$ cat src/design/tlof_pkg.sv
// types and constants shared by the top level operator finder
// no dependencies; compiled first

package tlof_pkg;

    // character codes that steer the context tracking
    localparam logic [7:0] CH_QUOTE  = 8'h22;
    localparam logic [7:0] CH_BSLASH = 8'h5C;
    localparam logic [7:0] CH_EQ     = 8'h3D;
    localparam logic [7:0] CH_POPEN  = 8'h28;
    localparam logic [7:0] CH_PCLOSE = 8'h29;
    localparam logic [7:0] CH_SOPEN  = 8'h5B;
    localparam logic [7:0] CH_SCLOSE = 8'h5D;

    // configuration register indexes
    localparam logic [2:0] CFG_FIRST  = 3'd0;
    localparam logic [2:0] CFG_SECOND = 3'd1;
    localparam logic [2:0] CFG_THIRD  = 3'd2;
    localparam logic [2:0] CFG_LENGTH = 3'd3;
    localparam logic [2:0] CFG_LAST   = 3'd4;

    // configuration reset values
    localparam logic [7:0] RST_FIRST  = 8'd61;
    localparam logic [1:0] RST_LENGTH = 2'd1;

    // status codes
    localparam logic [1:0] ST_OK          = 2'd0;
    localparam logic [1:0] ST_STRAY_CLOSE = 2'd1;
    localparam logic [1:0] ST_OPEN_SQUARE = 2'd2;
    localparam logic [1:0] ST_OPEN_QUOTE  = 2'd3;

    // queue between front and back
    localparam int Q_DEPTH = 2;
    localparam int Q_AW    = $clog2(Q_DEPTH);
    localparam int Q_CW    = $clog2(Q_DEPTH + 1);

    typedef enum logic [2:0] {
        CLS_OTHER,
        CLS_QUOTE,
        CLS_BSLASH,
        CLS_EQ,
        CLS_POPEN,
        CLS_PCLOSE,
        CLS_SOPEN,
        CLS_SCLOSE
    } t_cls;

    typedef struct packed {
        logic [7:0] char_code;
        logic       last_char;
    } t_char;

    typedef struct packed {
        logic        found;
        logic [15:0] position;
        logic [1:0]  status;
    } t_result;

    // classified character as it sits in the queue
    typedef struct packed {
        t_cls cls;
        logic hit_first;
        logic hit_second;
        logic hit_third;
        logic last_char;
    } t_item;

    typedef struct packed {
        logic [1:0] op_length;
        logic       find_last;
        logic       first_is_eq;
    } t_cfg;

endpackage

$ cat src/design/tlof_if.sv
// valid/ready channel carrying one payload of type t_payload
// no dependencies

interface tlof_if #(
    parameter type t_payload = logic
);
    logic     valid;
    logic     ready;
    t_payload data;

    modport source (output valid, output data, input ready);
    modport sink (input valid, input data, output ready);
endinterface

$ cat src/design/tlof_front.sv
// front end: configuration registers and character classification
// depends on tlof_pkg and tlof_if

module tlof_front (
    input  logic              i_clk,
    input  logic              i_rst_n,
    input  logic              i_cfg_we,
    input  logic [2:0]        i_cfg_index,
    input  logic [7:0]        i_cfg_data,
    tlof_if.sink              i_char,
    tlof_if.source            o_item,
    output tlof_pkg::t_cfg    o_cfg
);
    import tlof_pkg::*;

    logic [7:0] r_first;
    logic [7:0] r_second;
    logic [7:0] r_third;
    logic [1:0] r_length;
    logic       r_find_last;
    t_cls       w_cls;
    logic [7:0] w_c;

    always_ff @(posedge i_clk) begin
        if (!i_rst_n) begin
            r_first     <= RST_FIRST;
            r_second    <= '0;
            r_third     <= '0;
            r_length    <= RST_LENGTH;
            r_find_last <= 1'b0;
        end else if (i_cfg_we) begin
            case (i_cfg_index)
                CFG_FIRST:  r_first     <= i_cfg_data;
                CFG_SECOND: r_second    <= i_cfg_data;
                CFG_THIRD:  r_third     <= i_cfg_data;
                CFG_LENGTH: r_length    <= i_cfg_data[1:0];
                CFG_LAST:   r_find_last <= i_cfg_data[0];
                default: ;
            endcase
        end
    end

    assign w_c = i_char.data.char_code;

    always_comb begin
        case (w_c)
            CH_QUOTE:  w_cls = CLS_QUOTE;
            CH_BSLASH: w_cls = CLS_BSLASH;
            CH_EQ:     w_cls = CLS_EQ;
            CH_POPEN:  w_cls = CLS_POPEN;
            CH_PCLOSE: w_cls = CLS_PCLOSE;
            CH_SOPEN:  w_cls = CLS_SOPEN;
            CH_SCLOSE: w_cls = CLS_SCLOSE;
            default:   w_cls = CLS_OTHER;
        endcase
    end

    assign o_item.valid           = i_char.valid;
    assign i_char.ready           = o_item.ready;
    assign o_item.data.cls        = w_cls;
    assign o_item.data.hit_first  = (w_c == r_first);
    assign o_item.data.hit_second = (w_c == r_second);
    assign o_item.data.hit_third  = (w_c == r_third);
    assign o_item.data.last_char  = i_char.data.last_char;

    assign o_cfg.op_length   = r_length;
    assign o_cfg.find_last   = r_find_last;
    assign o_cfg.first_is_eq = (r_first == CH_EQ);

endmodule

$ cat src/design/tlof_queue.sv
// short fifo of classified characters between front and back
// depends on tlof_pkg and tlof_if

module tlof_queue (
    input  logic   i_clk,
    input  logic   i_rst_n,
    tlof_if.sink   i_push,
    tlof_if.source o_pop
);
    import tlof_pkg::*;

    t_item             r_mem [Q_DEPTH];
    logic [Q_AW-1:0]   r_wr;
    logic [Q_AW-1:0]   r_rd;
    logic [Q_CW-1:0]   r_count;
    logic              w_push;
    logic              w_pop;

    assign i_push.ready = (r_count != Q_CW'(Q_DEPTH));
    assign o_pop.valid  = (r_count != '0);
    assign o_pop.data   = r_mem[r_rd];
    assign w_push       = i_push.valid && i_push.ready;
    assign w_pop        = o_pop.valid && o_pop.ready;

    always_ff @(posedge i_clk) begin
        if (w_push) begin
            r_mem[r_wr] <= i_push.data;
        end
    end

    always_ff @(posedge i_clk) begin
        if (!i_rst_n) begin
            r_wr    <= '0;
            r_rd    <= '0;
            r_count <= '0;
        end else begin
            if (w_push) begin
                r_wr <= r_wr + 1'b1;
            end
            if (w_pop) begin
                r_rd <= r_rd + 1'b1;
            end
            if (w_push && !w_pop) begin
                r_count <= r_count + 1'b1;
            end else if (w_pop && !w_push) begin
                r_count <= r_count - 1'b1;
            end
        end
    end

endmodule

$ cat src/design/tlof_back.sv
// back end: depth and quote tracking, operator candidates, result register
// depends on tlof_pkg and tlof_if

module tlof_back #(
    parameter int MAX_OP_LEN  = 3,
    parameter int INDEX_WIDTH = 16,
    parameter int DEPTH_WIDTH = 8
) (
    input  logic           i_clk,
    input  logic           i_rst_n,
    input  tlof_pkg::t_cfg i_cfg,
    tlof_if.sink           i_item,
    tlof_if.source         o_result
);
    import tlof_pkg::*;

    localparam int         LEN_LIM = (MAX_OP_LEN > 3) ? 3 : MAX_OP_LEN;
    localparam logic [1:0] LEN_CAP = 2'(LEN_LIM);

    logic [DEPTH_WIDTH-1:0] r_paren, n_paren;
    logic [DEPTH_WIDTH-1:0] r_brack, n_brack;
    logic                   r_quote, n_quote;
    logic                   r_prev_bslash;
    logic                   r_prev_eq;
    logic [INDEX_WIDTH-1:0] r_index;
    logic [1:0]             r_prog [MAX_OP_LEN];
    logic [1:0]             n_prog [MAX_OP_LEN];
    logic [INDEX_WIDTH-1:0] r_start [MAX_OP_LEN];
    logic [INDEX_WIDTH-1:0] n_start [MAX_OP_LEN];
    logic [INDEX_WIDTH-1:0] r_best, n_best;
    logic                   r_seen, n_seen;
    logic [1:0]             r_err, n_err;
    logic                   r_out_valid;
    t_result                r_out;

    logic [1:0] w_len;
    logic       w_elig;
    logic       w_placed;
    logic       w_eq_mode;
    logic       w_hit;
    logic       w_pop;
    t_item      w_it;

    assign w_it = i_item.data;

    always_comb begin
        if (i_cfg.op_length == 2'd0) begin
            w_len = 2'd1;
        end else if (i_cfg.op_length > LEN_CAP) begin
            w_len = LEN_CAP;
        end else begin
            w_len = i_cfg.op_length;
        end
    end

    assign w_eq_mode = (w_len == 2'd1) && i_cfg.first_is_eq;

    always_comb begin
        n_prog   = r_prog;
        n_start  = r_start;
        n_seen   = r_seen;
        n_best   = r_best;
        n_err    = r_err;
        n_paren  = r_paren;
        n_brack  = r_brack;
        n_quote  = r_quote;
        w_elig   = 1'b0;
        w_placed = 1'b0;
        w_hit    = 1'b0;

        // advance candidates in progress
        for (int k = 0; k < MAX_OP_LEN; k++) begin
            if (r_prog[k] != 2'd0) begin
                n_prog[k] = 2'd0;
                w_hit = (r_prog[k] == 2'd1) ? w_it.hit_second : w_it.hit_third;
                if (w_len == 2'd1) begin
                    if (w_it.cls != CLS_EQ && n_err == ST_OK
                        && (i_cfg.find_last || !n_seen)) begin
                        n_seen = 1'b1;
                        n_best = r_start[k];
                    end
                end else if (r_prog[k] < w_len && w_hit) begin
                    if (r_prog[k] + 2'd1 == w_len) begin
                        if (n_err == ST_OK && (i_cfg.find_last || !n_seen)) begin
                            n_seen = 1'b1;
                            n_best = r_start[k];
                        end
                    end else begin
                        n_prog[k] = r_prog[k] + 2'd1;
                    end
                end
            end
        end

        // context tracking
        if (r_quote) begin
            if (w_it.cls == CLS_QUOTE && !r_prev_bslash) begin
                n_quote = 1'b0;
            end
        end else if (r_brack != '0) begin
            if (w_it.cls == CLS_SOPEN) begin
                if (r_brack != '1) begin
                    n_brack = r_brack + 1'b1;
                end
            end else if (w_it.cls == CLS_SCLOSE) begin
                n_brack = r_brack - 1'b1;
                w_elig  = (n_brack == '0) && (r_paren == '0);
            end
        end else begin
            case (w_it.cls)
                CLS_POPEN: begin
                    if (r_paren != '1) begin
                        n_paren = r_paren + 1'b1;
                    end
                end
                CLS_PCLOSE: begin
                    if (r_paren == '0) begin
                        if (i_cfg.find_last || !n_seen) begin
                            if (n_err == ST_OK) begin
                                n_err = ST_STRAY_CLOSE;
                            end
                            n_seen = 1'b0;
                            n_best = '0;
                            for (int k = 0; k < MAX_OP_LEN; k++) begin
                                n_prog[k] = 2'd0;
                            end
                        end
                    end else begin
                        n_paren = r_paren - 1'b1;
                        w_elig  = (n_paren == '0);
                    end
                end
                CLS_SOPEN: n_brack = DEPTH_WIDTH'(1);
                CLS_QUOTE: n_quote = 1'b1;
                default:   w_elig  = (r_paren == '0);
            endcase
        end

        // start a new candidate
        if (w_elig && w_it.hit_first && n_err == ST_OK) begin
            if (w_len == 2'd1 && !w_eq_mode) begin
                if (i_cfg.find_last || !n_seen) begin
                    n_seen = 1'b1;
                    n_best = r_index;
                end
            end else if (!(w_eq_mode && r_prev_eq)) begin
                for (int k = 0; k < MAX_OP_LEN; k++) begin
                    if (!w_placed && n_prog[k] == 2'd0) begin
                        w_placed   = 1'b1;
                        n_prog[k]  = 2'd1;
                        n_start[k] = r_index;
                    end
                end
            end
        end

        // end of expression: a pending lone '=' is accepted; an open quote or bracket sets its status
        if (w_it.last_char) begin
            for (int k = 0; k < MAX_OP_LEN; k++) begin
                if (n_prog[k] != 2'd0 && w_len == 2'd1 && n_err == ST_OK
                    && (i_cfg.find_last || !n_seen)) begin
                    n_seen = 1'b1;
                    n_best = n_start[k];
                end
            end
            if (n_quote || n_brack != '0) begin
                if (i_cfg.find_last || !n_seen) begin
                    if (n_err == ST_OK) begin
                        n_err = n_quote ? ST_OPEN_QUOTE : ST_OPEN_SQUARE;
                    end
                    n_seen = 1'b0;
                    n_best = '0;
                end
            end
        end
    end

    assign i_item.ready  = !w_it.last_char || !r_out_valid || o_result.ready;
    assign w_pop         = i_item.valid && i_item.ready;
    assign o_result.valid = r_out_valid;
    assign o_result.data  = r_out;

    always_ff @(posedge i_clk) begin
        if (!i_rst_n) begin
            r_paren       <= '0;
            r_brack       <= '0;
            r_quote       <= 1'b0;
            r_prev_bslash <= 1'b0;
            r_prev_eq     <= 1'b0;
            r_index       <= '0;
            r_best        <= '0;
            r_seen        <= 1'b0;
            r_err         <= ST_OK;
            r_out_valid   <= 1'b0;
            for (int k = 0; k < MAX_OP_LEN; k++) begin
                r_prog[k]  <= 2'd0;
                r_start[k] <= '0;
            end
        end else begin
            if (w_pop && w_it.last_char) begin
                r_out_valid <= 1'b1;
            end else if (o_result.ready) begin
                r_out_valid <= 1'b0;
            end
            if (w_pop) begin
                if (w_it.last_char) begin
                    r_paren       <= '0;
                    r_brack       <= '0;
                    r_quote       <= 1'b0;
                    r_prev_bslash <= 1'b0;
                    r_prev_eq     <= 1'b0;
                    r_index       <= '0;
                    r_best        <= '0;
                    r_seen        <= 1'b0;
                    r_err         <= ST_OK;
                    for (int k = 0; k < MAX_OP_LEN; k++) begin
                        r_prog[k]  <= 2'd0;
                        r_start[k] <= '0;
                    end
                end else begin
                    r_paren       <= n_paren;
                    r_brack       <= n_brack;
                    r_quote       <= n_quote;
                    r_prev_bslash <= (w_it.cls == CLS_BSLASH);
                    r_prev_eq     <= (w_it.cls == CLS_EQ);
                    if (r_index != '1) begin
                        r_index <= r_index + 1'b1;
                    end
                    r_best <= n_best;
                    r_seen <= n_seen;
                    r_err  <= n_err;
                    r_prog  <= n_prog;
                    r_start <= n_start;
                end
            end
        end
    end

    // result register, no reset needed on payload
    always_ff @(posedge i_clk) begin
        if (w_pop && w_it.last_char) begin
            r_out.found    <= n_seen;
            r_out.position <= n_seen ? 16'(n_best) : 16'd0;
            r_out.status   <= n_err;
        end
    end

endmodule

$ cat src/design/top_level_operator_finder_unit.sv
// top level of the operator finder: front, queue and back
// depends on tlof_pkg, tlof_if, tlof_front, tlof_queue and tlof_back
//
// path: the final character is held in the queue, then the back end loads
//   the result into its output register, which drives the result channel
// throughput: one character per cycle through the back end;
//   the back stalls only when a finished result has not been taken yet
// reset (synchronous, active low): configuration returns to its reset values,
//   the queue empties and all per-expression tracking state clears

module top_level_operator_finder_unit #(
    parameter int MAX_OP_LEN  = 3,
    parameter int INDEX_WIDTH = 16,
    parameter int DEPTH_WIDTH = 8
) (
    input  logic       i_clk,
    input  logic       i_rst_n,
    input  logic       i_cfg_we,
    input  logic [2:0] i_cfg_index,
    input  logic [7:0] i_cfg_data,
    tlof_if.sink       i_char,
    tlof_if.source     o_result
);
    import tlof_pkg::*;

    // configuration seen by the back end
    t_cfg w_cfg;

    // classified characters into and out of the queue
    tlof_if #(.t_payload(t_item)) w_front_q ();
    tlof_if #(.t_payload(t_item)) w_q_back ();

    // front: holds the operator registers and tags each character
    tlof_front u_front (
        .i_clk       (i_clk),
        .i_rst_n     (i_rst_n),
        .i_cfg_we    (i_cfg_we),
        .i_cfg_index (i_cfg_index),
        .i_cfg_data  (i_cfg_data),
        .i_char      (i_char),
        .o_item      (w_front_q),
        .o_cfg       (w_cfg)
    );

    // queue: decouples the input side from result stalls
    tlof_queue u_queue (
        .i_clk   (i_clk),
        .i_rst_n (i_rst_n),
        .i_push  (w_front_q),
        .o_pop   (w_q_back)
    );

    // back: depth, quote and candidate tracking plus the result register
    tlof_back #(
        .MAX_OP_LEN  (MAX_OP_LEN),
        .INDEX_WIDTH (INDEX_WIDTH),
        .DEPTH_WIDTH (DEPTH_WIDTH)
    ) u_back (
        .i_clk    (i_clk),
        .i_rst_n  (i_rst_n),
        .i_cfg    (w_cfg),
        .i_item   (w_q_back),
        .o_result (o_result)
    );

endmodule

$ cat src/flat_wrapper.sv
// flat-port wrapper written by rule: the top's interface ports become plain ports
module top_level_operator_finder_unit_flat import tlof_pkg::*;
#(
    parameter int MAX_OP_LEN  = 3,
    parameter int INDEX_WIDTH = 16,
    parameter int DEPTH_WIDTH = 8
)
  (i_clk, i_rst_n, i_cfg_we, i_cfg_index, i_cfg_data, i_char_valid, i_char_data, i_char_ready, o_result_valid, o_result_data, o_result_ready);
  tlof_if #(.t_payload(t_char)) i_char_i ();
  tlof_if #(.t_payload(t_result)) o_result_i ();
  input  logic i_clk;
  input  logic i_rst_n;
  input  logic i_cfg_we;
  input  logic [2:0] i_cfg_index;
  input  logic [7:0] i_cfg_data;
  input wire logic [$bits(i_char_i.valid)-1:0] i_char_valid;
  input wire logic [$bits(i_char_i.data)-1:0] i_char_data;
  output wire logic [$bits(i_char_i.ready)-1:0] i_char_ready;
  output wire logic [$bits(o_result_i.valid)-1:0] o_result_valid;
  output wire logic [$bits(o_result_i.data)-1:0] o_result_data;
  input wire logic [$bits(o_result_i.ready)-1:0] o_result_ready;
  assign i_char_i.valid = i_char_valid;
  assign i_char_i.data = i_char_data;
  assign i_char_ready = i_char_i.ready;
  assign o_result_valid = o_result_i.valid;
  assign o_result_data = o_result_i.data;
  assign o_result_i.ready = o_result_ready;
  top_level_operator_finder_unit #(.MAX_OP_LEN(MAX_OP_LEN), .INDEX_WIDTH(INDEX_WIDTH), .DEPTH_WIDTH(DEPTH_WIDTH)) u_core (.i_clk(i_clk), .i_rst_n(i_rst_n), .i_cfg_we(i_cfg_we), .i_cfg_index(i_cfg_index), .i_cfg_data(i_cfg_data), .i_char(i_char_i), .o_result(o_result_i));
endmodule
$ cat config.mk
export PLATFORM = sky130hd
export DESIGN_NAME = top_level_operator_finder_unit_flat
export DESIGN_NICKNAME = d
export VERILOG_FILES = /design/src/design/tlof_pkg.sv /design/src/design/tlof_if.sv /design/src/design/tlof_front.sv /design/src/design/tlof_queue.sv /design/src/design/tlof_back.sv /design/src/design/top_level_operator_finder_unit.sv /design/src/flat_wrapper.sv
export SDC_FILE = /design/constraint.sdc
export NUM_CORES = 1
export LEC_CHECK = 0
export ABC_AREA = 1
export BUFFER_PORTS_ARGS = -buffer_cell sky130_fd_sc_hd__buf_2
export CAP_MARGIN = 20
export CORE_MARGIN = 2
export CORE_UTILIZATION = 26
export CTS_BUF_LIST = sky130_fd_sc_hd__clkbuf_8 sky130_fd_sc_hd__clkbuf_16
export DETAILED_ROUTE_END_ITERATION = 7
export GPL_TIMING_DRIVEN = 0
export MAX_ROUTING_LAYER = met4
export PLACE_DENSITY_LB_ADDON = 0.15
export SYNTH_ARGS = -nofsm -noshare
export SYNTH_HDL_FRONTEND = slang
export SYNTH_SLANG_ARGS = --single-unit
export TNS_END_PERCENT = 50
$ cat constraint.sdc
create_clock -name i_clk -period 3.99 [get_ports i_clk]
set_input_delay 0.798 -clock i_clk [delete_from_list [all_inputs] [get_ports i_clk]]
set_output_delay 0.798 -clock i_clk [all_outputs]
set_load 0.02 [all_outputs]
======== Word level (Yosys, flattened, before mapping) ========
Memory sizes are Yosys's and may differ from the RTL's. A register that Yosys moved wholly into a read port is not among the register bits.
Cells that the tools add are included.
operators by class
  mux-type cells .......................... 162
  reductions and logical operators ........ 93
  magnitude comparators ................... 4
  add/sub/neg operators ................... 12
  equal/unequal tests ..................... 38
operator list
  operator                 count
  $mux W16                 38
  $mux W48                 4
  $mux W8                  12
  $mux W1                  66
  $mux W2                  30
  $mux W6                  9
  $eq A8 B6 Y1 const B     5
  $logic_and A1 B1 Y1      33
  $eq A8 B7 Y1 const B     3
  $eq A8 B8 Y1             3
  $logic_not A8 Y1         3
  $pmux W3 S7              1
  $reduce_bool A2 Y1       10
  $logic_not A1 Y1         17
  $add A16 B1 Y16 const B  1
  $add A8 B1 Y8 const B    2
  $ne A16 B16 Y1 const B   1
  $ne A8 B8 Y1 const B     2
  $pmux W8 S2              1
  $reduce_bool A8 Y1       2
  $sub A8 B1 Y8 const B    2
  $eq A3 B3 Y1 const B     5
  $eq A3 B2 Y1 const B     4
  $logic_not A2 Y1         6
  other kinds (19)         49
storage, ports and cells
  register bits after elaboration ......... 159
  memories kept ........................... 1
  input bits .............................. 25
  output and inout port bits .............. 21
  word-level logic and storage cells ...... 337
  memory bits (writable) .................. 14
memories
  memory                words  width  read ports  clocked after memory_dff  wr ports  RTL line          text
  u_core.u_queue.r_mem  2      7      1           1                         1         tlof_queue.sv:12  t_item r_mem [Q_DEPTH];

======== Depth between registers and ports, before layout ========
Gate-level depths: netlist of the first run.
  depth in word-level cells ............... 70
  mapped depth ............................ 30
  mapped depth without buffers ............ 28

======== Modules after synthesis ========
From an unflattened synthesis of the first run, not the netlist that was laid out.
unflattened totals
  cell total of the unflattened synthesis .. 1748
  area total of the unflattened synthesis .. 11244.5 sq um
by module, submodules not included
  module      cells each  times used  seq. area each (sq um)  area each (sq um)
  tlof_back   1376        1           2752.6                  8759.7
  tlof_front  313         1           540.5                   1729.2
  tlof_queue  59          1           520.5                   755.7

======== Least setup slack after synthesis of the first run ========
Ideal clock, no wire load.
  path type ............................... register to register
  from .................................... reg u_core.u_front.r_length[1]
  to ...................................... reg u_core.u_back.r_out, in the netlist u_core.u_back.o_result.data[8] (data pin)
  clock period less this slack ............ 3673 ps
  library setup time ...................... 263 ps
  required time ........................... 3727 ps
  setup slack ............................. 317 ps
  path buffers ............................ 4
  arrival ................................. 3409 ps
  cell stages (with the launch flop) ...... 26
  cell sequence ........................... dfxtp_1 inv_2 clkbuf_1 clkbuf_1 or2_2 ha_1 inv_1 nand3_1 nor2_1 nand3_1 nand2_1 nand2_1 nand4_1 nand2_1 nand2_2 buf_6 nand4_2 nand2_1 nand2_1 nand3_1 clkbuf_1 nand3_1 nand3_1 nand3_1 nand3_2 a21oi_2
between the ends
  cells in the longest elaborated chain, start to end .. 59
  elaborated cells on any way between the ends .. 164
  classes of those cells .................. order compare (4); eq/ne (4); mux (107); reduce/logical (49)
RTL lines
  item                                            RTL line                          text
  start, declared                                 tlof_front.sv:19                  logic [1:0] r_length;
  start signal, assigned                          tlof_front.sv:36                  CFG_LENGTH: r_length <= i_cfg_data[1:0];
  $gt A2 B2 Y1                                    tlof_back.sv:49                   end else if (i_cfg.op_length > LEN_CAP) begin
  $mux W2                                         tlof_back.sv:49
  $mux W2 *                                       tlof_back.sv:47                   if (i_cfg.op_length == 2'd0) begin
  $lt A2 B2 Y1 or $eq A2 B2 Y1 (tied branches)    tlof_back.sv:82, tlof_back.sv:83
  $logic_and A1 B1 Y1 or $mux W1 (tied branches)  tlof_back.sv:82, tlof_back.sv:83
  $mux W1                                         tlof_back.sv:82                   end else if (r_prog[k] < w_len && w_hit) begin
  $mux W1                                         tlof_back.sv:76                   if (w_len == 2'd1) begin
  $mux W1                                         tlof_back.sv:73                   if (r_prog[k] != 2'd0) begin
  [43 not listed]                                 n/a
  $logic_and A1 B1 Y1                             tlof_back.sv:161                  && (i_cfg.find_last || !n_seen)) begin
  $mux W1                                         tlof_back.sv:160                  if (n_prog[k] != 2'd0 && w_len == 2'd1 && n_err == ST_OK
  $mux W1                                         tlof_back.sv:158                  if (w_it.last_char) begin
  $logic_not A1 Y1                                tlof_back.sv:167                  if (i_cfg.find_last || !n_seen) begin
  $logic_or A1 B1 Y1                              tlof_back.sv:167
  $mux W16 or $mux W1 (tied branches)             tlof_back.sv:167
  $mux W16 or $mux W1 (tied branches)             tlof_back.sv:166                  if (n_quote || n_brack != '0) begin
  $mux W16 or $mux W1 (tied branches)             tlof_back.sv:158
  end, declared                                   tlof_back.sv:34                   t_result r_out;
Mark *: on every way between the ends. The rest lies on a longest branch, timed or not. The select of a mux whose other input is x is not followed.
A chain may end at the register's enable or synchronous reset.

==> results.md, run 1 <==
- Hold Path Class: flop to flop
- Global-route wire length before repair: 63200 um
- R2r setup slk: 0.16 ns
- Cell Chain, Critical Path: buf_6, inv_6, or2_2, o21ai_2, o22ai_1, inv_2, clkbuf_1, nand2_1, inv_1
- I/O Buffers: 45
- Final min period: 3.83 ns
- Synthesized flop and latch total: 174
- Initial core utilization: 0.264
- Die H: 213 um
- DR vias/cell: 4.86
- Layout cell share with drive strength beyond 1: 0.140
- CP peak stage delay: 0.70 ns
- Vias in the first global route: 10676
- EDFF count, synth: 33
- Total Routing Usage GR: 0.190
- Vias: 11753
- Count of final setup violators: 0
- DRT Wirelength: 41500 um
- Synth area leader: dfxtp_1
- Routability-driven placement congestion ratio: 0.864
- I/O pin count: 46
- Run status: finished, final reports clean
- Synth-to-layout area growth: 17.0%
- Met2 Usage GRT: 0.274
- Fillers: 4716
- DRC errors left: 0
- Row count: 76
- Hold Path Depth: 1
- Crit start category: flop
- Power per cell area: 648 nW/um^2
- Clock latency on the worst-skew pair: 0.47 ns
- CP endpoint kind: flop
- CP required: 4.08 ns
- M1 GR Usage: 0.276
- Antenna Nets Post-Route: 0
- Yosys cell types: 53
- Final net count: 1865
- Yosys warning count: 0
- Design Power: 8620 uW
- Crit path max fanout: 19
- Total CTS buffers: 17
- Clock sinks: 174
- H-tree Lvls: 4
- Antenna diode instance count: 0
- Commonest register cell after synthesis: dfxtp_1
- Post-synthesis sequential area ratio: 0.336
- Die X: 213 um
- Slew @ Worst Pin: 1.04 ns
- Async S/R FF share, synth: 0
- Synthesized net count: 1785
- Final Skew: 0.0208 ns
- Detailed Routing Iterations Pass 1: 5
- Worst rel slew slack: 0.305
- Met3 Use GR: 0.0256
- Clock transition at path regs: 0.07 ns
- Largest cells by area after synthesis: dfxtp_1, nand2_1, edfxtp_1, a21oi_1, nand3_1
- R2r worst-path depth: 9
- WS Path Type: flop to flop
- Max clock buf depth: 2
- RSZ-0062 raised after global routing: yes
- WL per Instance: 17.2 um
- Yosys top cell area share: 0.249
- Max-slew violations: 0
- Core Util, Final: 0.309
- CTS tree: done
- Max Cap Viol: 0
- Antenna violations before repair: 0
- Root buffer cell: clkbuf_16
- Gr busiest metal: met1
- Reg-to-Reg End: u_core.u_back.o_result.data[10]$_SDFFCE_PN0P_
- Critical path's slowest cell: inv_1
- Leakage power: 0.00527 uW
- Die area: 45400 sq um
- Mean Syn Cell Area: 6.53 sq um
- Core ar.: 43100 sq um
- HPWL Detailed: 32400 um
- Maximum vdd ir drop: 0.359 mV
- FMAX: 261 MHz
- Final Hold Viols: 0
- Post-synthesis cell area: 11400 sq um
- Worst hold start: u_core.u_queue.r_rd$_SDFFE_PN0P_
- Gate Count Post-Synth: 1740
- Grt total ovfl: 0
- Crit share post-route: 0.960
- DRT iter0 DRCs: 988
- CP arrival: 3.92 ns
- Pin count of the biggest net entering global routing: 20
[cell families after synthesis]
family,share of synthesized area
and+or+nand+nor,0.363
xor gates and xnor gates,0.0147
buffers and inverters,0.0862
adders and majority gates,0.0220
DFF,0.336
AOI/OAI and AO/OA,0.179
[synth_stat cells, drive strengths merged, types with 30 or more instances]
cell type,n
or2,41
nand3,162
nand2,529
o21ai,133
nor2,130
clkbuf,49
edfxtp,33
a21oi,168
dfxtp,141
o211ai,37
buf,30
inv,164
[metrics by stage]
step | std cells | hold slack, ns | cell area, sq um | setup WS, ns | setup TNS, ns
final | 2418 | 0.444 | 13300 | 0.158 | 0
after detailed placement | 2370 | 0.441 | 12300 | -1.01 | -41.57
after CTS | 2413 | 0.443 | 13100 | 0.00866 | 0
after global routing | 2418 | 0.479 | 13300 | -0.0135 | -0.137
after global placement | 2370 | 0.438 | 12300 | -0.994 | -41.09
after floorplan | 1740 | 0.421 | 11400 | 0.317 | 0
[metal layers]
layer / part of all wire / routed length, um / vias to the layer above
met2: 0.42 / 17500 / 339
met5: 0 / 0 / -
li1: - / - / 5951
met1: 0.51 / 21100 / 5430
met3: 0.053 / 2210 / 33
met4: 0.016 / 665 / 0
[critical path: cells and delay by family (launching register included)]
kind	cells	cell delay, ns
simple gates	2	0.62
flops	1	0.35
buf+inv	5	1.59
compound gates	2	0.87
[cell usage in the layout (no fill, tap or decap), types with 19 or more instances in the layout]
| cell type | instances |
|---|---|
| o21ai_0 | 116 |
| or2_2 | 25 |
| nor2_1 | 113 |
| nand4_1 | 23 |
| buf_4 | 23 |
| nand3_1 | 135 |
| clkbuf_1 | 37 |
| o211ai_1 | 37 |
| nor3_1 | 19 |
| nand3_2 | 27 |
| dfxtp_1 | 140 |
| buf_2 | 55 |
| nand2_1 | 507 |
| edfxtp_1 | 33 |
| a21oi_1 | 153 |
| inv_1 | 150 |
| ha_1 | 20 |
[repair_timing]
item | in CTS | in global routing
hold endpoints to repair | 0 | 0
pin swaps | 8 | 19
gates resized for setup | 35 | 52
hold buffers | 0 | 0
endpoints found under the setup margin | 86 | 54
buffers inserted | 10 | 6
gates cloned | 1 | 0
[sequential cells by signal (all words and copies together), names as in the netlist, 6 cells and up, named ones only]
register                     flops
u_core.u_back.r_paren            8
u_core.u_back.r_prog             6
u_core.u_back.r_best            16
u_core.u_front.r_second          8
u_core.u_front.r_first           8
u_core.u_back.o_result.data     19
u_core.u_queue.r_mem            14
u_core.u_back.r_brack            8
u_core.u_front.r_third           8
u_core.u_back.r_index           16
u_core.u_back.r_start           48
[power breakdown]
group	leakage (uW)	switching, uW	total, uW	internal [uW]
registers	0.00146	155	2250	2090
clock network	0.000295	812	1780	970
logic	0.00351	3230	4590	1360
[layout make-up]
class | instances | area (sq um) | share of cell area
Buffer | 78 | 403 | 0.0303
Sequential cell | 174 | 3820 | 0.287
Clock buffer | 18 | 450 | 0.0339
Tap cell | 585 | 732 | 0.0551
Timing Repair Buffer | 61 | 358 | 0.0269
Inverter | 165 | 634 | 0.0477
Clock inverter | 14 | 154 | 0.0116
Multi-Input combinational cell | 1323 | 6740 | 0.507
[how the worst max path moves through the flow]
stage | start | endpoint
after global routing | flop | u_core.u_back.o_result.data[0]$_DFFE_PP_
final | flop | u_core.u_back.o_result.data[10]$_SDFFCE_PN0P_
after detailed placement | u_core.u_front.r_length[1]$_SDFFE_PN0P_ | u_core.u_back.o_result.data[7]$_SDFFCE_PN0P_
after floorplan | u_core.u_front.r_length[1]$_SDFFE_PN0P_ | u_core.u_back.o_result.data[8]$_SDFFCE_PN0P_
after global placement | u_core.u_front.r_length[1]$_SDFFE_PN0P_ | u_core.u_back.o_result.data[7]$_SDFFCE_PN0P_
after CTS | u_core.u_front.r_length[1]$_SDFFE_PN0P_ | u_core.u_back.o_result.data[10]$_SDFFCE_PN0P_
No activity file was read; power rests on OpenSTA's default activity.
==> run 2, diff against run 1 <==
- clock period: 3.99 -> 3.2 ns (I/O delays scaled with it)
==> run 2 against run 1 <==
The flow now finishes with violations (setup timing). Sequential power is 24% higher. Cell area grew 12%. Setup slack worse by 0.61 ns. Sequential share of layout area is 3.1 points lower. First-iteration DRC count fell by 16%. Sequential cell count stayed put. Critical path type unchanged. Critical endpoint is now u_core.u_back.o_result.data[13]$_SDFFCE_PN0P_.
==> results.md, run 2 (synthesis gave the netlist of run 1 again) <==
- Run status: complete, but fails checks
- Failing checks: setup timing
- DRT Wirelength: 43300 um
- Row count: 76
- Hold Path Class: input port to flop
- H-tree Lvls: 4
- Max reg flops: 48
- Commonest cells after routing, fill and taps aside: nand2_1, inv_1, dfxtp_1
- WL per Instance: 17.5 um
- Vias: 12046
- Root buffer cell: clkbuf_16
- Vias in the first global route: 10978
- Count of final setup violators: 69
- Routability-driven placement congestion ratio: 0.901
- CTS tree: done
- Maximum vdd ir drop: 0.485 mV
- Synth-to-layout area growth: 31.3%
- HPWL Detailed: 32600 um
- Hold Path Depth: 1
- Die area: 45400 sq um
- I/O pin count: 46
- Hold EP: u_core.u_queue.r_mem[0][0]$_DFFE_PP_
- Max-slew violations: 0
- Reg2reg start: u_core.u_front.r_length[1]$_SDFFE_PN0P_
- Setup TNS Final: -9.87 ns
- Final min period: 3.65 ns
- Clock transition at path regs: 0.07 ns
- Power per cell area: 831 nW/um^2
- DR vias/cell: 4.87
- DRC errors left: 0
- Antenna diode instance count: 0
- Crit path max fanout: 8
- Initial core utilization: 0.264
- Total Routing Usage GR: 0.195
- Clk network pwr share: 0.183
- Critical path's slowest cell: dfxtp_4
- Sw Ratio: 0.488
- Slew @ Worst Pin: 1.28 ns
- Biggest register: u_core.u_back.r_start
- RSZ-0062 raised after global routing: yes
- CTS Hold Bufs: 0
- Core Util, Final: 0.346
- Reg-to-Reg End: u_core.u_back.o_result.data[13]$_SDFFCE_PN0P_
- Detailed Routing Iterations Pass 1: 7
- Core ar.: 43100 sq um
- Logic pwr share: 0.590
- Global-route wire length before repair: 64600 um
- Leakage power: 0.00594 uW
- Max clock buf depth: 2
- CP endpoint kind: flop
- Grt total ovfl: 0
- Worst rel slew slack: 0.148
- Pin count of the biggest net entering global routing: 20
- WS Path Type: flop to flop
- Crit share post-route: 1.14
- Final Skew: 0.0190 ns
- Total CTS buffers: 17
- Dpl ws: -0.952 ns
- CP arrival: 3.87 ns
- Seq pwr share: 0.226
- FMAX: 274 MHz
- Die X: 213 um
- Layout cell share with drive strength beyond 1: 0.257
- Sw power: 6050 uW
- Setup ws final: -0.449 ns
- Crit start category: flop
- R2r setup slk: -0.45 ns
- Max Cap Viol: 0
- I/O Buffers: 45
- Antenna Nets Post-Route: 0
- R2r worst-path depth: 25
- Final net count: 1919
- Internal: 6340 uW
- Clock latency on the worst-skew pair: 0.48 ns
- Clock sinks: 174
- Antenna violations before repair: 0
- Worst hold start: i_char_data[0]
- Die H: 213 um
- DRT iter0 DRCs: 831
- Final Hold Viols: 0
- Commonest non-fill, non-tap cell in the layout: nand2_1
- CP peak stage delay: 0.38 ns
- CP required: 3.42 ns
==> run 2: how the worst max path moves through the flow <==
stage	startpoint	end	slack [ns]	depth (start not counted)
after detailed placement	u_core.u_front.r_length[1]$_SDFFE_PN0P_	u_core.u_back.o_result.data[14]$_SDFFCE_PN0P_	-0.95	26
after global routing	u_core.u_front.r_length[1]$_SDFFE_PN0P_	u_core.u_back.o_result.data[13]$_SDFFCE_PN0P_	-0.64	25
after floorplan	u_core.u_front.r_length[1]$_SDFFE_PN0P_	u_core.u_back.o_result.data[2]$_SDFFCE_PN0P_	-0.20	27
after CTS	u_core.u_front.r_length[1]$_SDFFE_PN0P_	u_core.u_back.o_result.data[8]$_SDFFCE_PN0P_	-0.38	24
after global placement	u_core.u_front.r_length[1]$_SDFFE_PN0P_	u_core.u_back.o_result.data[7]$_SDFFCE_PN0P_	-0.97	23
final	u_core.u_front.r_length[1]$_SDFFE_PN0P_	u_core.u_back.o_result.data[13]$_SDFFCE_PN0P_	-0.45	25
==> run 2: worst max-delay path: cells and delay by family (launching register included) <==
family	cells	cell delay, ns
buffers and inverters	6	0.62
and+or+nand+nor	16	1.99
DFF	1	0.38
adders and majority gates	1	0.26
AOI/OAI and AO/OA	2	0.12
==> run 2: through the flow <==
step	std cells	hold WS, ns	area, sq um	total power [uW]
finish	2472	0.366	14900	12400
global placement	2370	0.437	12400	8170
floorplan	1740	0.426	11400	6490
detailed placement	2370	0.439	12400	8180
CTS	2452	0.344	13900	11400
global route	2472	0.364	14900	13100
==> run 2: cell type report <==
type	count	area, sq um
Inverter	165	664
Timing Repair Buffer	115	895
Multi-Input combinational cell	1323	7640
Buffer	78	542
Tap cell	585	732
Fill cell	4617	28200
Clock inverter	15	196
Clock buffer	17	425
Sequential cell	174	3820
==> run 2: power groups by stage <==
stage | registers [uW] | clock network [uW] | logic [uW]
floorplan | 2950 | 0 | 3540
global placement | 2850 | 0 | 5320
detailed placement | 2850 | 0 | 5330
CTS | 2800 | 2330 | 6270
global route | 2840 | 2420 | 7880
finish | 2800 | 2270 | 7320
==> run 2: what timing repair did <==
item	CTS	global route
gates resized for setup	156	218
gates cloned	2	4
buffers inserted	50	19
endpoints found under the setup margin	141	97
pin swaps	42	62
==> run 2: routing by layer <==
layer	vias up	routed length, um	global-route usage	share of wire
li1	6060	-	-	-
met1	5597	21000	0.269	0.49
met2	342	19300	0.293	0.45
met3	47	2070	0.0304	0.048
met4	0	845	0.0581	0.020
met5	-	0	-	0
